File: src/rtl/rcfs_pkg.sv
// ============================================================================
// RC link failsafe package
// Shared types and constants for the RC link failsafe with throttle ramp.
// ============================================================================
`default_nettype none

package rcfs_pkg;

    localparam int CFG_INDEX_W = 3;
    localparam int CFG_DATA_W  = 16;

    localparam logic [CFG_INDEX_W-1:0] REG_FRAME_TIMEOUT = 3'd0;
    localparam logic [CFG_INDEX_W-1:0] REG_PATTERN_HOLD  = 3'd1;
    localparam logic [CFG_INDEX_W-1:0] REG_MATCH_TOL     = 3'd2;
    localparam logic [CFG_INDEX_W-1:0] REG_RECOVERY      = 3'd3;
    localparam logic [CFG_INDEX_W-1:0] REG_PEAK_CEILING  = 3'd4;
    localparam logic [CFG_INDEX_W-1:0] REG_RISE_STEP     = 3'd5;
    localparam logic [CFG_INDEX_W-1:0] REG_DESCENT_STEP  = 3'd6;
    localparam logic [CFG_INDEX_W-1:0] REG_DISARM_LEVEL  = 3'd7;

    localparam logic [15:0] RST_FRAME_TIMEOUT = 16'd250;
    localparam logic [15:0] RST_PATTERN_HOLD  = 16'd400;
    localparam logic [7:0]  RST_MATCH_TOL     = 8'd15;
    localparam logic [9:0]  RST_RECOVERY      = 10'd50;
    localparam logic [15:0] RST_PEAK_CEILING  = 16'd1900;
    localparam logic [15:0] RST_RISE_STEP     = 16'd819;
    localparam logic [15:0] RST_DESCENT_STEP  = 16'd819;
    localparam logic [15:0] RST_DISARM_LEVEL  = 16'd1050;

    localparam logic [15:0] CENTRE_US       = 16'd1500;
    localparam logic [15:0] LOW_US          = 16'd1000;
    localparam logic [15:0] LAST_GOOD_RESET = 16'd1500;

    // Step registers are Q0.16 fractions.
    localparam int STEP_FRAC_BITS = 16;

    localparam int S_TDATA_W = 96;
    localparam int S_TUSER_W = 2;
    localparam int M_TDATA_W = 64;
    localparam int M_TUSER_W = 3;

    typedef struct packed {
        logic [15:0] frame_timeout_ms;
        logic [15:0] pattern_hold_ms;
        logic [7:0]  match_tolerance;
        logic [9:0]  recovery_boost;
        logic [15:0] peak_ceiling;
        logic [15:0] rise_step;
        logic [15:0] descent_step;
        logic [15:0] disarm_level;
    } cfg_t;

    typedef struct packed {
        logic [31:0] now_ms;
        logic        frame_valid;
        logic [15:0] roll_in;
        logic [15:0] pitch_in;
        logic [15:0] throttle_in;
        logic [15:0] yaw_in;
        logic        flying;
    } item_t;

    typedef struct packed {
        logic [15:0] roll_out;
        logic [15:0] pitch_out;
        logic [15:0] throttle_out;
        logic [15:0] yaw_out;
        logic        link_lost;
        logic        failsafe_on;
        logic        disarm_request;
    } res_t;

    function automatic logic near_value(input logic [15:0] v, input logic [15:0] c,
                                        input logic [7:0] tol);
        logic [15:0] d;
        d = (v >= c) ? (v - c) : (c - v);
        return d <= {8'd0, tol};
    endfunction

endpackage

`default_nettype wire

File: src/rtl/rcfs_cfg_regs.sv
// ============================================================================
// RC failsafe configuration registers
// Holds the eight configuration registers written through the config channel.
// ============================================================================
`default_nettype none

module rcfs_cfg_regs (
    input  wire logic                            aclk,
    input  wire logic                            aresetn,
    input  wire logic                            cfg_valid,
    output logic                                 cfg_ready,
    input  wire logic [rcfs_pkg::CFG_INDEX_W-1:0] cfg_index,
    input  wire logic [rcfs_pkg::CFG_DATA_W-1:0]  cfg_data,
    output rcfs_pkg::cfg_t                       cfg
);
    import rcfs_pkg::*;

    cfg_t cfg_reg;

    assign cfg_ready = 1'b1;
    assign cfg       = cfg_reg;

    always_ff @(posedge aclk) begin
        if (!aresetn) begin
            cfg_reg.frame_timeout_ms <= RST_FRAME_TIMEOUT;
            cfg_reg.pattern_hold_ms  <= RST_PATTERN_HOLD;
            cfg_reg.match_tolerance  <= RST_MATCH_TOL;
            cfg_reg.recovery_boost   <= RST_RECOVERY;
            cfg_reg.peak_ceiling     <= RST_PEAK_CEILING;
            cfg_reg.rise_step        <= RST_RISE_STEP;
            cfg_reg.descent_step     <= RST_DESCENT_STEP;
            cfg_reg.disarm_level     <= RST_DISARM_LEVEL;
        end else if (cfg_valid && cfg_ready) begin
            unique case (cfg_index)
                REG_FRAME_TIMEOUT: cfg_reg.frame_timeout_ms <= cfg_data;
                REG_PATTERN_HOLD:  cfg_reg.pattern_hold_ms  <= cfg_data;
                REG_MATCH_TOL:     cfg_reg.match_tolerance  <= cfg_data[7:0];
                REG_RECOVERY:      cfg_reg.recovery_boost   <= cfg_data[9:0];
                REG_PEAK_CEILING:  cfg_reg.peak_ceiling     <= cfg_data;
                REG_RISE_STEP:     cfg_reg.rise_step        <= cfg_data;
                REG_DESCENT_STEP:  cfg_reg.descent_step     <= cfg_data;
                REG_DISARM_LEVEL:  cfg_reg.disarm_level     <= cfg_data;
                default: ;
            endcase
        end
    end

endmodule

`default_nettype wire

File: src/rtl/rcfs_core.sv
// ============================================================================
// RC failsafe core
// Link supervision, held sticks and throttle ramp state, updated once per beat.
// ============================================================================
`default_nettype none

module rcfs_core #(
    parameter int FRACTION_BITS = 16
) (
    input  wire logic            aclk,
    input  wire logic            aresetn,
    input  wire logic            advance,
    input  rcfs_pkg::item_t      item,
    input  rcfs_pkg::cfg_t       cfg,
    output rcfs_pkg::res_t       res
);
    import rcfs_pkg::*;

    localparam int LW = 16 + FRACTION_BITS;

    logic          seen_reg, seen_next;
    logic [31:0]   last_frame_time_reg, last_frame_time_next;
    logic [15:0]   held_roll_reg, held_roll_next;
    logic [15:0]   held_pitch_reg, held_pitch_next;
    logic [15:0]   held_throttle_reg, held_throttle_next;
    logic [15:0]   held_yaw_reg, held_yaw_next;
    logic          pattern_matching_reg, pattern_matching_next;
    logic [31:0]   match_start_time_reg, match_start_time_next;
    logic [15:0]   last_good_level_reg, last_good_level_next;
    logic          failsafe_active_reg, failsafe_active_next;
    logic          ramp_rising_reg, ramp_rising_next;
    logic [LW-1:0] ramp_level_reg, ramp_level_next;
    logic [15:0]   ramp_peak_reg, ramp_peak_next;

    logic                     pattern_hit;
    logic                     lost;
    logic                     engage;
    logic                     disarm;
    logic [31:0]              frame_age;
    logic [31:0]              match_age;
    logic                     rise_e;
    logic [LW-1:0]            level_e;
    logic [15:0]              peak_e;
    logic [16:0]              peak_sum;
    logic [LW-1:0]            peak_fx;
    logic [LW-1:0]            rise_wide;
    logic [LW-1:0]            down_wide;
    logic [FRACTION_BITS-1:0] rise_scaled;
    logic [FRACTION_BITS-1:0] down_scaled;
    logic [LW:0]              rise_sum;
    logic [LW-1:0]            down_ext;
    logic [LW-1:0]            lvl_new;
    logic                     rising_new;
    logic [15:0]              thr;

    always_comb begin
        held_roll_next       = item.frame_valid ? item.roll_in : held_roll_reg;
        held_pitch_next      = item.frame_valid ? item.pitch_in : held_pitch_reg;
        held_throttle_next   = item.frame_valid ? item.throttle_in : held_throttle_reg;
        held_yaw_next        = item.frame_valid ? item.yaw_in : held_yaw_reg;
        last_frame_time_next = item.frame_valid ? item.now_ms : last_frame_time_reg;
        seen_next            = seen_reg | item.frame_valid;

        pattern_hit = near_value(held_roll_next, CENTRE_US, cfg.match_tolerance)
                   && near_value(held_pitch_next, CENTRE_US, cfg.match_tolerance)
                   && near_value(held_throttle_next, LOW_US, cfg.match_tolerance)
                   && near_value(held_yaw_next, CENTRE_US, cfg.match_tolerance);

        frame_age             = item.now_ms - last_frame_time_next;
        match_age             = '0;
        pattern_matching_next = pattern_matching_reg;
        match_start_time_next = match_start_time_reg;
        last_good_level_next  = last_good_level_reg;
        lost                  = 1'b0;

        if (!seen_next) begin
            lost = 1'b1;
        end else if (frame_age > {16'd0, cfg.frame_timeout_ms}) begin
            lost = 1'b1;
        end else if (pattern_hit) begin
            if (!pattern_matching_reg) begin
                pattern_matching_next = 1'b1;
                match_start_time_next = item.now_ms;
            end
            match_age = item.now_ms - match_start_time_next;
            if (match_age > {16'd0, cfg.pattern_hold_ms}) begin
                lost = 1'b1;
            end
        end else begin
            pattern_matching_next = 1'b0;
            last_good_level_next  = held_throttle_next;
        end
    end

    assign engage = item.flying && (pattern_hit || lost);

    // Ramp entry values: a fresh ramp starts at the last good throttle. A tick
    // that engages the ramp never updates that level, so the register is used.
    assign peak_sum = {1'b0, last_good_level_reg} + {7'd0, cfg.recovery_boost};

    always_comb begin
        if (failsafe_active_reg) begin
            rise_e  = ramp_rising_reg;
            level_e = ramp_level_reg;
            peak_e  = ramp_peak_reg;
        end else begin
            rise_e  = 1'b1;
            level_e = {last_good_level_reg, {FRACTION_BITS{1'b0}}};
            peak_e  = (peak_sum > {1'b0, cfg.peak_ceiling}) ? cfg.peak_ceiling
                                                            : peak_sum[15:0];
        end
    end

    assign rise_wide   = {cfg.rise_step, {FRACTION_BITS{1'b0}}} >> STEP_FRAC_BITS;
    assign down_wide   = {cfg.descent_step, {FRACTION_BITS{1'b0}}} >> STEP_FRAC_BITS;
    assign rise_scaled = rise_wide[FRACTION_BITS-1:0];
    assign down_scaled = down_wide[FRACTION_BITS-1:0];
    assign peak_fx     = {peak_e, {FRACTION_BITS{1'b0}}};
    assign rise_sum    = {1'b0, level_e} + {{(LW+1-FRACTION_BITS){1'b0}}, rise_scaled};
    assign down_ext    = {{(LW-FRACTION_BITS){1'b0}}, down_scaled};

    always_comb begin
        if (rise_e) begin
            if (rise_sum >= {1'b0, peak_fx}) begin
                lvl_new    = peak_fx;
                rising_new = 1'b0;
            end else begin
                lvl_new    = rise_sum[LW-1:0];
                rising_new = 1'b1;
            end
        end else begin
            lvl_new    = (level_e > down_ext) ? (level_e - down_ext) : '0;
            rising_new = 1'b0;
        end
    end

    assign disarm = lost && !rising_new
                 && (lvl_new <= {cfg.disarm_level, {FRACTION_BITS{1'b0}}});
    assign thr    = disarm ? LOW_US : lvl_new[LW-1:FRACTION_BITS];

    always_comb begin
        failsafe_active_next = engage;
        ramp_rising_next     = engage ? rising_new : ramp_rising_reg;
        ramp_level_next      = engage ? lvl_new : ramp_level_reg;
        ramp_peak_next       = engage ? peak_e : ramp_peak_reg;
    end

    always_comb begin
        res.link_lost = lost;
        if (engage) begin
            res.roll_out       = CENTRE_US;
            res.pitch_out      = CENTRE_US;
            res.throttle_out   = thr;
            res.yaw_out        = CENTRE_US;
            res.failsafe_on    = 1'b1;
            res.disarm_request = disarm;
        end else begin
            res.roll_out       = held_roll_next;
            res.pitch_out      = held_pitch_next;
            res.throttle_out   = held_throttle_next;
            res.yaw_out        = held_yaw_next;
            res.failsafe_on    = 1'b0;
            res.disarm_request = 1'b0;
        end
    end

    always_ff @(posedge aclk) begin
        if (!aresetn) begin
            seen_reg             <= 1'b0;
            held_roll_reg        <= '0;
            held_pitch_reg       <= '0;
            held_throttle_reg    <= '0;
            held_yaw_reg         <= '0;
            pattern_matching_reg <= 1'b0;
            last_good_level_reg  <= LAST_GOOD_RESET;
            failsafe_active_reg  <= 1'b0;
            ramp_rising_reg      <= 1'b0;
        end else if (advance) begin
            seen_reg             <= seen_next;
            held_roll_reg        <= held_roll_next;
            held_pitch_reg       <= held_pitch_next;
            held_throttle_reg    <= held_throttle_next;
            held_yaw_reg         <= held_yaw_next;
            pattern_matching_reg <= pattern_matching_next;
            last_good_level_reg  <= last_good_level_next;
            failsafe_active_reg  <= failsafe_active_next;
            ramp_rising_reg      <= ramp_rising_next;
        end
    end

    always_ff @(posedge aclk) begin
        if (advance) begin
            last_frame_time_reg  <= last_frame_time_next;
            match_start_time_reg <= match_start_time_next;
            ramp_level_reg       <= ramp_level_next;
            ramp_peak_reg        <= ramp_peak_next;
        end
    end

endmodule

`default_nettype wire

File: src/rtl/rc_link_failsafe_throttle_ramp.sv
// ============================================================================
// RC link failsafe with throttle ramp
// Supervises the RC link once per control tick and overrides the sticks with
// centred values and a rising then falling throttle ramp when, while flying, the link fails or the sticks are parked.
//
// The slave channel takes one beat per control tick: s_tdata carries the time
// and the four stick channels, s_tuser the frame-valid and flying flags. The
// master channel returns exactly one beat per input beat with the commanded
// channels in m_tdata and the link, failsafe and disarm flags in m_tuser.
// The cfg channel writes one configuration register per beat; it is always
// ready and should be used only while no beat is in flight.
// A beat is captured in an input register and processed by the core into
// the output register once that register is free or being read, which
// presents the result; throughput is one beat per cycle without stalls.
// When the receiver stalls, the result waits in the output register and one
// more input beat is taken into the input register; after that s_tready
// drops until the result is taken.
// Reset clears the configuration to its defaults, forgets any received frame and
// empties both registers, so results report a lost link until a valid frame arrives.
// ============================================================================
`default_nettype none

module rc_link_failsafe_throttle_ramp #(
    parameter int FRACTION_BITS = 16
) (
    input  wire logic                              aclk,
    input  wire logic                              aresetn,
    // s_tdata: now_ms, roll_in, pitch_in, throttle_in, yaw_in
    input  wire logic [rcfs_pkg::S_TDATA_W-1:0]    s_tdata,
    // s_tuser: frame_valid, flying
    input  wire logic [rcfs_pkg::S_TUSER_W-1:0]    s_tuser,
    input  wire logic                              s_tvalid,
    output logic                                   s_tready,
    // m_tdata: roll_out, pitch_out, throttle_out, yaw_out
    output logic [rcfs_pkg::M_TDATA_W-1:0]         m_tdata,
    // m_tuser: link_lost, failsafe_on, disarm_request
    output logic [rcfs_pkg::M_TUSER_W-1:0]         m_tuser,
    output logic                                   m_tvalid,
    input  wire logic                              m_tready,
    input  wire logic                              cfg_valid,
    output logic                                   cfg_ready,
    input  wire logic [rcfs_pkg::CFG_INDEX_W-1:0]  cfg_index,
    input  wire logic [rcfs_pkg::CFG_DATA_W-1:0]   cfg_data
);
    import rcfs_pkg::*;

    cfg_t  cfg;
    item_t s_item;
    item_t in_item_reg;
    logic  in_valid_reg;
    res_t  core_res;
    res_t  out_res_reg;
    logic  out_valid_reg;
    logic  advance;

    rcfs_cfg_regs u_cfg (
        .aclk      (aclk),
        .aresetn   (aresetn),
        .cfg_valid (cfg_valid),
        .cfg_ready (cfg_ready),
        .cfg_index (cfg_index),
        .cfg_data  (cfg_data),
        .cfg       (cfg)
    );

    rcfs_core #(
        .FRACTION_BITS (FRACTION_BITS)
    ) u_core (
        .aclk    (aclk),
        .aresetn (aresetn),
        .advance (advance),
        .item    (in_item_reg),
        .cfg     (cfg),
        .res     (core_res)
    );

    always_comb begin
        s_item.now_ms      = s_tdata[31:0];
        s_item.roll_in     = s_tdata[47:32];
        s_item.pitch_in    = s_tdata[63:48];
        s_item.throttle_in = s_tdata[79:64];
        s_item.yaw_in      = s_tdata[95:80];
        s_item.frame_valid = s_tuser[0];
        s_item.flying      = s_tuser[1];
    end

    assign advance  = in_valid_reg && (!out_valid_reg || m_tready);
    assign s_tready = !in_valid_reg || advance;

    always_ff @(posedge aclk) begin
        if (!aresetn) begin
            in_valid_reg <= 1'b0;
        end else if (s_tvalid && s_tready) begin
            in_valid_reg <= 1'b1;
        end else if (advance) begin
            in_valid_reg <= 1'b0;
        end
    end

    always_ff @(posedge aclk) begin
        if (s_tvalid && s_tready) begin
            in_item_reg <= s_item;
        end
    end

    always_ff @(posedge aclk) begin
        if (!aresetn) begin
            out_valid_reg <= 1'b0;
        end else if (advance) begin
            out_valid_reg <= 1'b1;
        end else if (m_tready) begin
            out_valid_reg <= 1'b0;
        end
    end

    always_ff @(posedge aclk) begin
        if (advance) begin
            out_res_reg <= core_res;
        end
    end

    assign m_tvalid = out_valid_reg;
    assign m_tdata  = {out_res_reg.yaw_out, out_res_reg.throttle_out,
                       out_res_reg.pitch_out, out_res_reg.roll_out};
    assign m_tuser  = {out_res_reg.disarm_request, out_res_reg.failsafe_on,
                       out_res_reg.link_lost};

    a_disarm_in_failsafe: assert property (@(posedge aclk) disable iff (!aresetn)
        m_tvalid && out_res_reg.disarm_request |->
            out_res_reg.failsafe_on && out_res_reg.link_lost
            && out_res_reg.throttle_out == LOW_US)
        else $error("disarm request outside a lost-link failsafe");

    a_failsafe_centred: assert property (@(posedge aclk) disable iff (!aresetn)
        m_tvalid && out_res_reg.failsafe_on |->
            out_res_reg.roll_out == CENTRE_US && out_res_reg.pitch_out == CENTRE_US
            && out_res_reg.yaw_out == CENTRE_US)
        else $error("failsafe beat without centred sticks");

    a_pending_item_kept: assert property (@(posedge aclk) disable iff (!aresetn)
        in_valid_reg && out_valid_reg && !m_tready |=>
            in_valid_reg && $stable(in_item_reg))
        else $error("pending input beat lost while the output stalls");

    a_no_advance_on_stall: assert property (@(posedge aclk) disable iff (!aresetn)
        out_valid_reg && !m_tready |=> out_valid_reg && $stable(out_res_reg))
        else $error("stalled result overwritten");

endmodule

`default_nettype wire

File: config.mk
export PLATFORM = sky130hd
export DESIGN_NAME = rc_link_failsafe_throttle_ramp
export DESIGN_NICKNAME = d
export VERILOG_FILES = /design/src/rtl/rcfs_pkg.sv /design/src/rtl/rcfs_cfg_regs.sv /design/src/rtl/rcfs_core.sv /design/src/rtl/rc_link_failsafe_throttle_ramp.sv
export SDC_FILE = /design/constraint.sdc
export NUM_CORES = 1
export LEC_CHECK = 0
export CORE_MARGIN = 3
export CORE_UTILIZATION = 45
export CTS_CLUSTER_SIZE = 16
export DETAILED_ROUTE_END_ITERATION = 8
export DONT_BUFFER_PORTS = 1
export SETUP_SLACK_MARGIN = 0.2
export SLEW_MARGIN = 20
export SYNTH_ARGS = -nofsm -noshare
export SYNTH_HDL_FRONTEND = slang
export SYNTH_SLANG_ARGS = --single-unit
File: constraint.sdc
create_clock -name aclk -period 24.6 [get_ports aclk]
set_clock_uncertainty 0.2 [all_clocks]
set_input_delay 1.23 -clock aclk [delete_from_list [all_inputs] [get_ports aclk]]
set_output_delay 1.23 -clock aclk [all_outputs]
set_load 0.02 [all_outputs]
==> flow_summary.toml <==
[yosys]
yosysWarnings = 0
synth_cell_type_count = 104
synth-edff-count = 277
yosysTopAreaCellShare = 0.2684
syn_area_per_cell_um2 = 9.087
synth_nets = 3764
synth_area_mm2 = 0.03099
async_reset_ff_frac = 0
ys_top_cells_by_area = "edfxtp_1 (27%), dfxtp_1 (13%), ha_1 (9.2%)"
synth_seq_cells = 477
yosysTopAreaCell = "edfxtp_1"
synth_ff_type = "edfxtp_1"
synth.yosys.seq_area_share = 0.3977
syn_inst = 3410

[global_route]
grt_pass1_wl_um = 151600
grt_pass1_vias = 25020
grtUsageMet3 = 0.03571
grt_busiest_layer = "met2"
overflow = 0
grt_max_degree = 81
grtUsageTotal = 0.2724
antenna_found_initial = 6
grt_use_met1 = 0.3663
met2_usage = 0.4559

[layout]
area_growth_pct = 8.968
largest_register_ffs = 114
fin_nets = 3717
multi_input_area_mm2 = 0.01725
layout.area.seq_mm2 = 0.01232
drive_above_1_share = 0.06452
mostFrequentLayoutCells = "nand2_1 (441), edfxtp_1 (277), a21oi_1 (259)"
fillers = 6368
final_common_cell = "nand2_1"

[die]
rows = 95
io_pins = 192
coreArea_mm2 = 0.06763
fp.dieH_um = 268.4
die_w_um = 268.4
start_util = 0.4581
die_area_mm2 = 0.07204

[pwr]
swShare = 0.3072
switchingPower_w = 0.0007063
power.internal_w = 0.001593
power_frac_clock = 0.384
powerDensity_mw_per_mm2 = 68.08
leakage_nw = 13.16
seq_power_share = 0.403
power_w = 0.002299
worst_ir_drop_vdd_v = 0.00006746
combPwrFrac = 0.213

[min_path]
hold_depth = 2
hold_class = "reg2reg"
min_from = "u_cfg.cfg[28]"
hold_end = "u_cfg.cfg[28]"

[routing]
firstDrtPassIters = 6
via_per_inst = 6.041
dr.first_iter.drc_count = 2064
drtAntennaViolNets = 0
wire_per_inst_um = 23.34
drc_errors = 0
detail_route.wirelength_um = 100100
vias = 25890

[placement]
gp_congestion = 0.9495
portBuffers = 0
dp_hpwl_um = 75590

[clocking]
cts_buffer_depth = 3
cts_inserted_buffers = 56
cts_hold_buf = 0
cts-root-buf = "clkbuf_16"
cts_num_sinks = 477
clkSlewWorstSetupHoldPaths_ns = 0.06
h-tree-depth = 2
tritoncts = "yes"
cts_resized = 0
cts_setup_buffers = 0
clk_latency_ns = 0.63

[worst_setup_path]
rrSetupSlack_ns = 12.88
r2r_end = "m_tdata[43]"
crit_path_frequent_cell = "o21ai_0"
path_max_fanout = 19
crit_type = "reg2reg"
cp_data_arrival_time_ns = 11.85
slowest_stage = "nor2_1"
regToRegStartpoint = "u_core.last_good_level_reg[1]"
start_kind = "flip-flop"
required_ns = 24.73
r2r_cells = 45
slowest_delay_ns = 0.85
critPathCaptureType = "flip-flop"

[sta]
rsz0062_at_grt = "no"
fmax_ghz = 0.08532
timing.final.crit_share = 0.4764
relSlewSlack = 0.2345
fin_setup_tns_ns = 0
worst_slew_pin_slew_ns = 1.141
fin_crit_ns = 11.72
slew_violations = 0
setup_viol = 0
report.final.hold_viol_count = 0

[run_status]
status = "complete, no violations"

[flow_run]
max_cap_violations = 0
==> worst max-delay path by stage <==
stage                                        from          end  depth (start not counted)  slack, ns
CTS                 u_core.last_good_level_reg[1]  m_tdata[45]                         45      12.92
global placement    u_core.last_good_level_reg[1]  m_tdata[46]                         45      13.16
finish              u_core.last_good_level_reg[1]  m_tdata[43]                         45      12.88
global route        u_core.last_good_level_reg[1]  m_tdata[45]                         46      12.00
detailed placement  u_core.last_good_level_reg[1]  m_tdata[46]                         44      12.96
floorplan              u_core.failsafe_active_reg  m_tdata[36]                         43      15.18
==> synthesized netlist by cell type (31+ instances only) <==
cell type / instances
xnor2_1: 96
a21oi_1: 260
o211ai_1: 50
a21o_1: 50
ha_1: 227
a31oi_1: 31
nand2_1: 441
mux2i_1: 159
edfxtp_1: 277
inv_1: 226
nand4_1: 67
and2_1: 32
nor2b_1: 31
dfxtp_1: 200
nor2_1: 256
nor3_1: 71
xor2_1: 44
a211oi_1: 80
o21a_1: 49
nand3_1: 72
clkbuf_1: 97
mux2_2: 32
o21ai_0: 127
==> power groups by stage <==
stage / clock, W / sequential (W) / combinational [W]
after floorplan: 0 / 0.000932 / 0.000359
after global placement: 0 / 0.000943 / 0.000473
after detailed placement: 0 / 0.000943 / 0.000482
after CTS: 0.000902 / 0.000926 / 0.000485
after global routing: 0.000932 / 0.000930 / 0.000543
final: 0.000883 / 0.000926 / 0.000490
==> kinds of logic (layout without fill, tap and decap cells) <==
group | count (synthesis) | after routing | synth area share
AO/OA/AOI/OAI | 842 | 842 | 0.1779
XOR/XNOR | 140 | 140 | 0.03957
adder cells (fa/ha/maj) | 233 | 233 | 0.09522
flip-flops | 477 | 477 | 0.3977
multiplexers | 195 | 195 | 0.06505
other | 1 | 4 | 0.0001210
AND/OR/NAND/NOR | 1153 | 1153 | 0.1773
buffers and inverters | 369 | 369 | 0.04724
==> per-stage QoR <==
stage	instances	area, µm²	util	worst slack, ns	hold slack, ns
2_1_floorplan	3410	30990	-	15.18	0.2363
3_3_place_gp	4178	31770	0.4697	13.16	0.2450
3_5_place_dp	4178	31770	0.4698	12.96	0.2482
4_1_cts	4283	33740	0.4989	12.92	0.2570
5_1_grt	4283	33760	0.4991	12.00	0.2702
6_report	4286	33760	0.4992	12.88	0.2542
==> critical path: cells and delay by family (launching register included) <==
family | cells | cell delay (ns)
AO/OA/AOI/OAI | 23 | 5.82
AND/OR/NAND/NOR | 12 | 2.58
adder cells (fa/ha/maj) | 4 | 1.19
buffers and inverters | 5 | 1.02
flip-flops | 1 | 0.45
XOR/XNOR | 1 | 0.14
==> area by class of cell <==
| cell class | instances | area share |
|---|---|---|
| inverter | 232 | 0.02612 |
| timing repair buffer | 32 | 0.007115 |
| antenna | 3 | 0.0002223 |
| tap | 873 | 0.03235 |
| sequential | 477 | 0.3650 |
| clock inverter | 33 | 0.01082 |
| multi-input combinational | 2564 | 0.5108 |
| clock buffer | 72 | 0.04758 |
==> per-layer routing <==
layer / part of all wire / vias up
li1: - / 12410
met1: 0.44 / 12470
met2: 0.47 / 840
met3: 0.061 / 165
met4: 0.033 / 4
met5: 0.00015 / -
Note: power is estimated with default switching activity, not from simulation.
